**config.mk**
```make
export PLATFORM = sky130hd
export DESIGN_NAME = persistent_request_table
export DESIGN_NICKNAME = d
export VERILOG_FILES = /design/src/hw/rtl/prt_pkg.sv /design/src/hw/rtl/persistent_request_table.sv /design/src/hw/rtl/prt_set_ram.sv /design/src/hw/rtl/prt_tag_cam.sv /design/src/hw/rtl/prt_update.sv
export SDC_FILE = /design/constraint.sdc
export NUM_CORES = 2
export LEC_CHECK = 0
export BUFFER_PORTS_ARGS = -buffer_cell sky130_fd_sc_hd__buf_2
export CAP_MARGIN = 0
export CORE_ASPECT_RATIO = 0.6
export CORE_MARGIN = 3
export CORE_UTILIZATION = 40
export CTS_CLUSTER_SIZE = 40
export DETAILED_ROUTE_END_ITERATION = 6
export PLACE_DENSITY = 0.58
export SYNTH_ARGS = -nofsm -noshare
export SYNTH_HDL_FRONTEND = slang
export SYNTH_SLANG_ARGS = --single-unit
```
**constraint.sdc**
```tcl
create_clock -name clk -period 6.6 [get_ports clk]
set_clock_uncertainty 0.15 [all_clocks]
set_input_delay 0.66 -clock clk [delete_from_list [all_inputs] [get_ports clk]]
set_output_delay 0.66 -clock clk [all_outputs]
set_load 0.005 [all_outputs]
```
**src/hw/rtl/prt_pkg.sv**
```systemverilog
// Shared types, codes and sizing constants for the persistent request table.
package prt_pkg;

  // Table geometry
  localparam int TABLE_ENTRIES = 16;
  localparam int NODE_COUNT    = 16;
  localparam int IDX_W         = (TABLE_ENTRIES > 1) ? $clog2(TABLE_ENTRIES) : 1;
  localparam int NODE_IDX_W    = $clog2(NODE_COUNT);
  localparam int CNT_W         = $clog2(NODE_COUNT + 1);

  // Field widths
  localparam int OP_W     = 2;
  localparam int ADDR_W   = 42;
  localparam int NODE_W   = 4;
  localparam int STATUS_W = 3;
  localparam int COUNT_W  = 5;

  // Stream widths
  localparam int IN_BITS   = OP_W + ADDR_W + NODE_W + 1;
  localparam int IN_DATA_W = ((IN_BITS + 7) / 8) * 8;
  localparam int OUT_BITS  = STATUS_W + 1 + 1 + NODE_W + 1 + COUNT_W + COUNT_W;
  localparam int OUT_DATA_W = ((OUT_BITS + 7) / 8) * 8;

  // Operation codes
  localparam logic [OP_W-1:0] OP_LOCK   = 2'd0;
  localparam logic [OP_W-1:0] OP_UNLOCK = 2'd1;
  localparam logic [OP_W-1:0] OP_MARK   = 2'd2;
  localparam logic [OP_W-1:0] OP_QUERY  = 2'd3;

  // Status codes
  localparam logic [STATUS_W-1:0] ST_OK          = 3'd0;
  localparam logic [STATUS_W-1:0] ST_FULL        = 3'd1;
  localparam logic [STATUS_W-1:0] ST_STARVING    = 3'd2;
  localparam logic [STATUS_W-1:0] ST_NOT_MEMBER  = 3'd3;
  localparam logic [STATUS_W-1:0] ST_MARKED      = 3'd4;

  typedef enum logic [1:0] {
    S_IDLE,
    S_MATCH,
    S_UPDATE
  } prt_state_t;

  // One accepted request
  typedef struct packed {
    logic [OP_W-1:0]   op;
    logic [ADDR_W-1:0] line_addr;
    logic [NODE_W-1:0] node;
    logic              is_write;
  } prt_req_t;

  // The three node sets of one entry, as held in the set memory
  typedef struct packed {
    logic [NODE_COUNT-1:0] starving;
    logic [NODE_COUNT-1:0] marked;
    logic [NODE_COUNT-1:0] writes;
  } prt_sets_t;

  localparam int SETS_W = 3 * NODE_COUNT;

  // Outcome of the associative lookup
  typedef struct packed {
    logic             hit;
    logic [IDX_W-1:0] hit_idx;
    logic             free_ok;
    logic [IDX_W-1:0] free_idx;
  } prt_lookup_t;

  // Tag array update
  typedef struct packed {
    logic             alloc;
    logic             release_entry;
    logic [IDX_W-1:0] idx;
  } prt_cam_wr_t;

  // One result beat
  typedef struct packed {
    logic [COUNT_W-1:0]  read_starving_count;
    logic [COUNT_W-1:0]  starving_count;
    logic                lowest_writes;
    logic [NODE_W-1:0]   lowest_node;
    logic                may_issue;
    logic                locked;
    logic [STATUS_W-1:0] status;
  } prt_result_t;

endpackage

```
**src/hw/rtl/persistent_request_table.sv**
```systemverilog
// Top level: request sequencer around the tag array and the node set memory.
// Each request is captured, looked up in the tag array while its sets are read, then updated
// and written back with its result loaded into the output register; the next request is
// accepted only after that read-modify-write, which also waits while the result side stalls.
// A finished result may wait in the output register while the next request is accepted.
// Reset clears the valid bits and all control state; the tag and set stores need no clearing.
module persistent_request_table (
  input  logic                              clk,
  input  logic                              rst,
  input  logic                              s_tvalid,
  output logic                              s_tready,
  // op[1:0], line_addr[43:2], node[47:44], is_write[48], zero fill [55:49]
  input  logic [prt_pkg::IN_DATA_W-1:0]     s_tdata,
  output logic                              m_tvalid,
  input  logic                              m_tready,
  // status[2:0], locked[3], may_issue[4], lowest_node[8:5], lowest_writes[9],
  // starving_count[14:10], read_starving_count[19:15], zero fill [23:20]
  output logic [prt_pkg::OUT_DATA_W-1:0]    m_tdata
);

  prt_pkg::prt_state_t   state;
  prt_pkg::prt_state_t   state_next;
  prt_pkg::prt_req_t     req;
  prt_pkg::prt_lookup_t  lookup_comb;
  prt_pkg::prt_lookup_t  lookup;
  prt_pkg::prt_sets_t    sets_rd;
  prt_pkg::prt_sets_t    sets_wr;
  logic                  sets_we;
  logic [prt_pkg::IDX_W-1:0] entry_idx;
  prt_pkg::prt_cam_wr_t  cam_wr;
  prt_pkg::prt_result_t  result;
  logic                  in_beat;
  logic                  do_lookup;
  logic                  commit;
  logic [prt_pkg::SETS_W-1:0] ram_rd;

  assign in_beat = s_tvalid && s_tready;
  assign sets_rd = prt_pkg::prt_sets_t'(ram_rd);

  // Next state
  always_comb begin
    state_next = state;
    case (state)
      prt_pkg::S_IDLE: begin
        if (in_beat) begin
          state_next = prt_pkg::S_MATCH;
        end
      end
      prt_pkg::S_MATCH: begin
        state_next = prt_pkg::S_UPDATE;
      end
      prt_pkg::S_UPDATE: begin
        if (!m_tvalid || m_tready) begin
          state_next = prt_pkg::S_IDLE;
        end
      end
      default: begin
        state_next = prt_pkg::S_IDLE;
      end
    endcase
  end

  // Sequencer outputs
  always_comb begin
    s_tready  = 1'b0;
    do_lookup = 1'b0;
    commit    = 1'b0;
    case (state)
      prt_pkg::S_IDLE: begin
        s_tready = 1'b1;
      end
      prt_pkg::S_MATCH: begin
        do_lookup = 1'b1;
      end
      prt_pkg::S_UPDATE: begin
        commit = !m_tvalid || m_tready;
      end
      default: begin
        s_tready = 1'b0;
      end
    endcase
  end

  always_ff @(posedge clk) begin
    if (rst) begin
      state <= prt_pkg::S_IDLE;
    end else begin
      state <= state_next;
    end
  end

  // Capture the request beat
  always_ff @(posedge clk) begin
    if (in_beat) begin
      req.op        <= s_tdata[1:0];
      req.line_addr <= s_tdata[43:2];
      req.node      <= s_tdata[47:44];
      req.is_write  <= s_tdata[48];
    end
  end

  // Hold the lookup outcome alongside the memory read
  always_ff @(posedge clk) begin
    if (do_lookup) begin
      lookup <= lookup_comb;
    end
  end

  prt_tag_cam u_cam (
    .clk       (clk),
    .rst       (rst),
    .line_addr (req.line_addr),
    .lookup    (lookup_comb),
    .wr_en     (commit),
    .wr        (cam_wr),
    .wr_tag    (req.line_addr)
  );

  prt_set_ram #(
    .ADDR_W (prt_pkg::IDX_W),
    .DATA_W (prt_pkg::SETS_W)
  ) u_sets (
    .clk     (clk),
    .wr_en   (commit && sets_we),
    .wr_addr (entry_idx),
    .wr_data (prt_pkg::SETS_W'(sets_wr)),
    .rd_en   (do_lookup),
    .rd_addr (lookup_comb.hit_idx),
    .rd_data (ram_rd)
  );

  prt_update u_update (
    .req       (req),
    .lookup    (lookup),
    .sets_rd   (sets_rd),
    .sets_we   (sets_we),
    .sets_wr   (sets_wr),
    .entry_idx (entry_idx),
    .cam_wr    (cam_wr),
    .result    (result)
  );

  // Output register: load on commit, drop once the beat is taken
  always_ff @(posedge clk) begin
    if (rst) begin
      m_tvalid <= 1'b0;
    end else if (commit) begin
      m_tvalid <= 1'b1;
    end else if (m_tready) begin
      m_tvalid <= 1'b0;
    end
  end

  always_ff @(posedge clk) begin
    if (commit) begin
      m_tdata <= prt_pkg::OUT_DATA_W'(result);
    end
  end

endmodule

```
**src/hw/rtl/prt_set_ram.sv**
```systemverilog
// Simple dual-port synchronous RAM with one write port and one registered read port.
module prt_set_ram #(
  parameter int ADDR_W = 4,
  parameter int DATA_W = 48
) (
  input  logic              clk,
  input  logic              wr_en,
  input  logic [ADDR_W-1:0] wr_addr,
  input  logic [DATA_W-1:0] wr_data,
  input  logic              rd_en,
  input  logic [ADDR_W-1:0] rd_addr,
  output logic [DATA_W-1:0] rd_data
);

  localparam int DEPTH = 1 << ADDR_W;

  logic [DATA_W-1:0] mem [DEPTH];

  // Write port
  always_ff @(posedge clk) begin
    if (wr_en) begin
      mem[wr_addr] <= wr_data;
    end
  end

  // Registered read port
  always_ff @(posedge clk) begin
    if (rd_en) begin
      rd_data <= mem[rd_addr];
    end
  end

endmodule

```
**src/hw/rtl/prt_tag_cam.sv**
```systemverilog
// Valid bits and line tags with parallel match and lowest-free-entry search.
module prt_tag_cam (
  input  logic                         clk,
  input  logic                         rst,
  input  logic [prt_pkg::ADDR_W-1:0]   line_addr,
  output prt_pkg::prt_lookup_t         lookup,
  input  logic                         wr_en,
  input  prt_pkg::prt_cam_wr_t         wr,
  input  logic [prt_pkg::ADDR_W-1:0]   wr_tag
);

  logic [prt_pkg::TABLE_ENTRIES-1:0] valid;
  logic [prt_pkg::ADDR_W-1:0]        tag [prt_pkg::TABLE_ENTRIES];

  // Compare every entry; walk downwards so the lowest index wins
  always_comb begin
    lookup = '0;
    for (int i = prt_pkg::TABLE_ENTRIES - 1; i >= 0; i--) begin
      if (valid[i] && (tag[i] == line_addr)) begin
        lookup.hit     = 1'b1;
        lookup.hit_idx = prt_pkg::IDX_W'(i);
      end
      if (!valid[i]) begin
        lookup.free_ok  = 1'b1;
        lookup.free_idx = prt_pkg::IDX_W'(i);
      end
    end
  end

  // Valid bits: set on allocate, drop on release
  always_ff @(posedge clk) begin
    if (rst) begin
      valid <= '0;
    end else if (wr_en) begin
      if (wr.alloc) begin
        valid[wr.idx] <= 1'b1;
      end else if (wr.release_entry) begin
        valid[wr.idx] <= 1'b0;
      end
    end
  end

  // Tags: written only on allocate
  always_ff @(posedge clk) begin
    if (wr_en && wr.alloc) begin
      tag[wr.idx] <= wr_tag;
    end
  end

endmodule

```
**src/hw/rtl/prt_update.sv**
```systemverilog
// Set update and result computation for one request against its entry.
module prt_update (
  input  prt_pkg::prt_req_t      req,
  input  prt_pkg::prt_lookup_t   lookup,
  input  prt_pkg::prt_sets_t     sets_rd,
  output logic                   sets_we,
  output prt_pkg::prt_sets_t     sets_wr,
  output logic [prt_pkg::IDX_W-1:0] entry_idx,
  output prt_pkg::prt_cam_wr_t   cam_wr,
  output prt_pkg::prt_result_t   result
);

  logic                           node_ok;
  logic [prt_pkg::NODE_COUNT-1:0] node_bit;
  logic                           present;
  logic [prt_pkg::STATUS_W-1:0]   status;
  prt_pkg::prt_sets_t             cur;
  prt_pkg::prt_sets_t             nxt;
  logic [prt_pkg::NODE_COUNT-1:0] wr_live;
  logic [prt_pkg::NODE_COUNT-1:0] rd_live;
  logic [prt_pkg::NODE_IDX_W-1:0] low_idx;
  logic                           low_wr;
  logic [prt_pkg::CNT_W-1:0]      s_cnt;
  logic [prt_pkg::CNT_W-1:0]      r_cnt;

  // Decode the node into a one-hot bit, empty when out of range
  always_comb begin
    node_ok  = int'(req.node) < prt_pkg::NODE_COUNT;
    node_bit = '0;
    for (int i = 0; i < prt_pkg::NODE_COUNT; i++) begin
      node_bit[i] = node_ok && (int'(req.node) == i);
    end
  end

  // Apply the operation to the entry's sets
  always_comb begin
    cur       = lookup.hit ? sets_rd : '0;
    nxt       = cur;
    status    = prt_pkg::ST_OK;
    present   = lookup.hit;
    entry_idx = lookup.hit_idx;
    sets_we   = 1'b0;
    cam_wr    = '0;
    case (req.op)
      prt_pkg::OP_LOCK: begin
        if (!node_ok) begin
          status = prt_pkg::ST_NOT_MEMBER;
        end else if (lookup.hit) begin
          if ((cur.starving & node_bit) != '0) begin
            status = prt_pkg::ST_STARVING;
          end else begin
            nxt.starving = cur.starving | node_bit;
            if (req.is_write) begin
              nxt.writes = cur.writes | node_bit;
            end
            sets_we = 1'b1;
          end
        end else if (lookup.free_ok) begin
          nxt.starving = node_bit;
          nxt.marked   = '0;
          nxt.writes   = req.is_write ? node_bit : '0;
          sets_we      = 1'b1;
          present      = 1'b1;
          entry_idx    = lookup.free_idx;
          cam_wr.alloc = 1'b1;
        end else begin
          status = prt_pkg::ST_FULL;
        end
      end
      prt_pkg::OP_UNLOCK: begin
        if (!node_ok || !lookup.hit || ((cur.starving & node_bit) == '0)) begin
          status = prt_pkg::ST_NOT_MEMBER;
        end else begin
          nxt.starving = cur.starving & ~node_bit;
          nxt.marked   = cur.marked & ~node_bit;
          nxt.writes   = cur.writes & ~node_bit;
          if (nxt.starving == '0) begin
            // Last starving node gone: free the entry
            present              = 1'b0;
            cam_wr.release_entry = 1'b1;
          end else begin
            sets_we = 1'b1;
          end
        end
      end
      prt_pkg::OP_MARK: begin
        if (lookup.hit) begin
          if (cur.marked != '0) begin
            status = prt_pkg::ST_MARKED;
          end else begin
            nxt.marked = cur.starving;
            sets_we    = 1'b1;
          end
        end
      end
      prt_pkg::OP_QUERY: begin
        status = prt_pkg::ST_OK;
      end
      default: begin
        status = prt_pkg::ST_OK;
      end
    endcase
    cam_wr.idx = entry_idx;
    sets_wr    = nxt;
  end

  // Lowest starving node and the set counts
  always_comb begin
    wr_live = nxt.writes & nxt.starving;
    rd_live = nxt.starving & ~wr_live;
    low_idx = '0;
    low_wr  = 1'b0;
    s_cnt   = '0;
    r_cnt   = '0;
    for (int i = prt_pkg::NODE_COUNT - 1; i >= 0; i--) begin
      if (nxt.starving[i]) begin
        low_idx = prt_pkg::NODE_IDX_W'(i);
        low_wr  = wr_live[i];
      end
    end
    for (int i = 0; i < prt_pkg::NODE_COUNT; i++) begin
      s_cnt = s_cnt + prt_pkg::CNT_W'(nxt.starving[i]);
      r_cnt = r_cnt + prt_pkg::CNT_W'(rd_live[i]);
    end
  end

  // Form the result beat for the line as it stands afterwards
  always_comb begin
    result        = '0;
    result.status = status;
    result.may_issue = 1'b1;
    if (present) begin
      result.locked    = 1'b1;
      result.may_issue = ((nxt.starving & node_bit) == '0) && (nxt.marked == '0);
      result.lowest_node = prt_pkg::NODE_W'(
          {{prt_pkg::NODE_W{1'b0}}, low_idx} & {prt_pkg::NODE_W{1'b1}});
      result.lowest_writes       = low_wr;
      result.starving_count      = prt_pkg::COUNT_W'(
          {{prt_pkg::COUNT_W{1'b0}}, s_cnt} & {prt_pkg::COUNT_W{1'b1}});
      result.read_starving_count = prt_pkg::COUNT_W'(
          {{prt_pkg::COUNT_W{1'b0}}, r_cnt} & {prt_pkg::COUNT_W{1'b1}});
    end
  end

endmodule
```
* After elaboration in Yosys (flattened, before gate mapping)
Memory sizes are Yosys's and may differ from the RTL's. A register that Yosys moved wholly into a read port is not among the register bits.
Index checks and enable logic that the tools add are counted.
** Storage, ports and cells
- Logic and storage cells :: 275
- Input port bits :: 60
- Output and inout bits :: 26
- Memories kept :: 2
- RAM bits :: 1440
- Flip-flop bits (word level) :: 98
** Operators by class
- Reductions and logical operators :: 47
- Add/sub/neg operators :: 30
- Mux-type cells :: 121
- Bitwise logic cells :: 15
- Magnitude comparators :: 2
- Equality and inequality tests :: 38
** Memories
- u_sets.mem :: words 16, bits a word 48, rd ports 1, clocked after memory_dff 1, wr ports 1, line prt_set_ram.sv:17 : logic [DATA_W-1:0] mem [DEPTH];
- u_cam.tag :: words 16, bits a word 42, rd ports 16, clocked after memory_dff 0, wr ports 1, line prt_tag_cam.sv:13 : logic [prt_pkg::ADDR_W-1:0] tag [prt_pkg::TABLE_ENTRIES];
** Operator list (count)
- 42-bit equality test :: 16
- 16-bit 2-to-1 mux :: 11
- 4-bit 2-to-1 mux :: 40
- 48-bit 2-to-1 mux :: 3
- 5-bit by 1-bit adder with 5-bit output :: 28
- 16-bit bitwise AND :: 8
- 16-bit zero test :: 4
- 16-bit case mux with 2 select lines :: 2
- 16-bit NOT :: 3
- 16-bit bitwise OR :: 3
- 16-bit case mux with 3 select lines :: 1
- 1-bit 2-to-1 mux :: 44
- 4-bit equality test (second input constant) :: 8
- 16-bit nonzero test :: 2
- 1-bit logical AND :: 21
- 3-bit 2-to-1 mux :: 7
- 4-bit by 3-bit equality test with 1-bit output (second input constant) :: 4
- 15-bit AND reduction :: 1
- 15-bit OR reduction :: 1
- 2-bit 2-to-1 mux :: 6
- 3-bit case mux with 4 select lines :: 1
- 5-bit 2-to-1 mux :: 2
- 9-bit OR reduction :: 1
- 4-bit by 2-bit equality test with 1-bit output (second input constant) :: 2
- 23 further kinds :: 34

* Depth between registers and ports, before layout
- Word-level depth :: 24
- Gate-level depth with buffers :: 24
- Gate-level depth less buffers :: 21

* Hierarchy
From an unflattened synthesis, not the netlist that was laid out.
** Unflattened totals
- Cell total of the unflattened synthesis :: 3699
- Area, all modules :: 65245.1 um2
** Modules (own cells, without submodules)
- prt_set_ram :: times used 1, cells each 1242, seq. area each 24503.5 um2, area an instance 30171.4 um2
- prt_tag_cam :: times used 1, cells each 1848, seq. area each 20499.7 um2, area an instance 29079.1 um2
- prt_update :: times used 1, cells each 510, seq. area each 0.0 um2, area an instance 3433.3 um2
- persistent_request_table :: times used 1, cells each 99, seq. area each 2432.3 um2, area an instance 2561.2 um2

* Worst setup path before layout
No wires, ideal clock.
- Kind :: register to register
- Start point :: register, netlist name req[3]
- End point :: register m_tdata[19] (netlist bit), data pin
- Required time :: 6181 ps
- Stages on the path, launching flop included :: 20
- Library setup time :: 269 ps
- Period minus slack after synthesis :: 6591 ps
- Arrival :: 6172 ps
- Slack :: 9 ps
- Path buffers :: 1
- Path through :: edfxtp_1 buf_2 and3b_1 a32o_1 nor4b_1 nand3_1 o21ai_0 inv_1 nor2_1 ha_1 inv_1 fa_1 fa_1 fa_1 inv_1 fa_1 fa_1 fa_1 a21oi_1 nor3b_1
** RTL lines
- end signal, assigned :: line persistent_request_table.sv:156 : m_tdata <= prt_pkg::OUT_DATA_W'(result);
- end, declared :: line persistent_request_table.sv:18 : output logic [prt_pkg::OUT_DATA_W-1:0] m_tdata

==> results.toml <==
[global_routing]
antenna_found_initial = 14
grt_pass1_vias = 38854
grt_pass1_wl_um = 291000
grt_overflow = 0
grt_max_degree = 61
track_usage = 0.227

[layout]
multiInputGateArea_mm2 = 0.0203
nets = 4858
finish.utilization = 0.462
syn2layout_area_growth_pct = 14.0
fill_cells = 14655
drive_above_1_share = 0.120
final_common_cell = "edfxtp_1"
fin_area_mm2 = 0.0790
register_area_mm2 = 0.0474
mostFrequentLayoutCells = "1567 x edfxtp_1, 592 x mux2i_1, 487 x xnor2_1, 226 x nand4_1, 187 x buf_4"

[route]
dr.first_iter.drc_count = 5859
wl_per_cell_um = 28.8
drc_errors = 0
firstDrtPassIters = 6
vias = 41061
via_per_inst = 5.75
wirelength_um = 206000
antenna_left = 0

[place]
dpl.hpwl_um = 130000
place_ws_ns = 0.265
placed_cell_area_mm2 = 0.0738
gp_congestion = 0.951
numPortBuffers = 74

[clock_tree]
clock_tree.root_cell = "clkbuf_16"
cts.sinks = 1586
clkSlewWorstSetupHoldPaths_ns = 0.06
cts_made_buffers = 158
cts_tree = "yes"
cts_setup_buffers = 0
clock_latency_ns = 0.81
cts_max_path_buffers = 4
h-tree-depth = 4

[timing]
setup_violations = 0
period_share = 0.955
grt_setup_unrepaired = "no"
setup-tns-final_ns = 0
final-max-slew-violation-count = 0
max_clock_freq_ghz = 0.159
hold_viol = 0
fin_ws_ns = 0.299
fin_crit_ns = 6.30
tightest_slew_ns = 1.33
maxSlewHeadroom = 0.111

[synth]
synth_edf_count = 1567
synth.area.mux_share = 0.0857
synth_area_leaders = "edfxtp_1 68%, mux2i_1 8.6%, xnor2_1 6.2%, nand4_1 2.0%, xor2_1 1.9%"
ys_warn_count = 0
synth_area_leader_cell = "edfxtp_1"
syn_area_mm2 = 0.0693
synth_top_area_frac = 0.679
synthDistinctLibCells = 91
synth-seq-cells = 1586
ys_seq_area_frac = 0.685
synth-async-reset-ratio = 0
synthSimpleGateAreaFrac = 0.0808
synth_compound_area_frac = 0.0335
netlist_instances = 4444
yosys.area_share.xor_xnor = 0.0807
synth_top_family_by_area = "multiplexers"
synthAdderAreaFrac = 0.00759
synth_flop_cell = "edfxtp_1"
syn_avg_cell_area_um2 = 15.6

[flow_run]
cap_violations = 0

[floorplanning]
die-area_mm2 = 0.178
start_util = 0.406
coreArea_mm2 = 0.171
die_w_um = 543
pin_count = 86
die-height_um = 328
row_count = 117

[critical_path]
cp-start-kind = "flip-flop"
cp_max_fo = 8
worstSetupPathType = "reg2reg"
worstPathArrival_ns = 6.65
worstSetupEndpointType = "flip-flop"
worstPathRequired_ns = 6.95

[power]
finalPower_mw = 20.9
p_leak_nw = 24.0
vdd_ir_drop_max_mv = 0.198
cellPowerDensity_mw_per_mm2 = 265

[outcome]
status = "completed"

[min_path]
hp-class = "in2reg"
[cells by family after synthesis]
kind of cell,after synthesis
flops,1586
simple gates,998
other cells,1
fa+ha+maj,30
buf+inv,282
xor+xnor,638
compound gates,316
mux,593
[synthesized netlist by cell type, types with 7 or more instances]
| cell | n |
|---|---|
| and3_1 | 10 |
| a211oi_1 | 7 |
| nand4_1 | 226 |
| buf_12 | 12 |
| nor4_1 | 93 |
| a21boi_0 | 8 |
| nor3b_1 | 8 |
| nor2b_1 | 47 |
| o21ai_0 | 32 |
| nor4b_1 | 23 |
| or4_1 | 24 |
| a2111oi_0 | 9 |
| a32oi_1 | 8 |
| a22oi_1 | 105 |
| clkbuf_1 | 31 |
| nor3_1 | 46 |
| edfxtp_1 | 1567 |
| mux2i_1 | 592 |
| inv_1 | 74 |
| buf_4 | 23 |
| buf_6 | 36 |
| nor2_1 | 143 |
| a21oi_1 | 38 |
| nand2b_1 | 51 |
| buf_2 | 84 |
| nand4b_1 | 13 |
| buf_8 | 13 |
| xor2_1 | 151 |
| nand3b_1 | 10 |
| a31oi_1 | 17 |
| dfxtp_1 | 19 |
| o2111ai_1 | 12 |
| ha_1 | 10 |
| fa_1 | 20 |
| nand3_1 | 67 |
| o211ai_1 | 8 |
| nand2_1 | 183 |
| xnor2_1 | 487 |
| o22ai_1 | 13 |
[stage by stage]
| step | std cells | hold slack (ns) |
|---|---|---|
| floorplan | 4447 | 0.321 |
| global placement | 6820 | 0.359 |
| detailed placement | 6820 | 0.379 |
| CTS | 7138 | 0.0516 |
| global route | 7138 | 0.0960 |
| finish | 7139 | 0.110 |
[sequential cells by signal, summed over array words and instances (netlist names), named ones only]
register,flops
state,2
u_sets.mem,768
u_sets.rd_data,48
m_tdata,20
req,49
lookup,10
m_tvalid,1
u_cam.tag,672
[cell type report]
cell class                 instances  share of cell area
multi-input combinational       2579               0.257
clock buffer                     205              0.0527
antenna                            1           0.0000317
clock inverter                    64             0.00669
inverter                          76             0.00361
sequential                      1586               0.601
timing repair buffer             367              0.0431
tap                             2261              0.0358
[routing by layer]
layer | part of all wire | GRT usage | up-vias
met1 | 0.50 | 0.385 | 21149
li1 | - | - | 17746
met2 | 0.38 | 0.286 | 1933
met3 | 0.10 | 0.0530 | 233
met4 | 0.017 | 0.0436 | 0
met5 | 0 | 0 | -
[final timing paths]
kind,from,to,slack (ns),depth (start not counted)
hold / removal,m_tready,m_tvalid,0.11,3
setup reg to reg,req[4],m_tdata[19],0.30,19
hold reg to reg,state[1],m_tvalid,0.40,2
setup / recovery,req[4],m_tdata[19],0.30,19
[report_power, final]
| group | total [mW] | internal, mW | leakage [nW] | switching [mW] |
|---|---|---|---|---|
| registers | 11.2 | 11.1 | 14.4 | 0.0900 |
| clock network | 8.52 | 4.75 | 2.28 | 3.77 |
| logic | 1.20 | 0.396 | 7.35 | 0.799 |
[worst max-delay path: stages (launching register included)]
cell and delay (ns):
edfxtp_1 0.51, or3b_1 0.45, buf_4 0.19, o22ai_1 0.32, nor4b_2 0.10, buf_4 0.15, and3_1 0.24, and2_1 0.30
a32o_1 0.27, nor2_1 0.14, inv_1 0.09, fa_1 0.53, fa_1 0.44, fa_1 0.50, inv_1 0.05, fa_1 0.44
fa_1 0.43, fa_1 0.47, a21oi_1 0.17, nor3b_1 0.07
[repair_timing]
action                     CTS  global route
hold buffers                49             0
hold endpoints to repair    49             0
setup endpoints to repair    0             8
resized for setup            0             2
No activity file was read; power rests on OpenSTA's default activity.
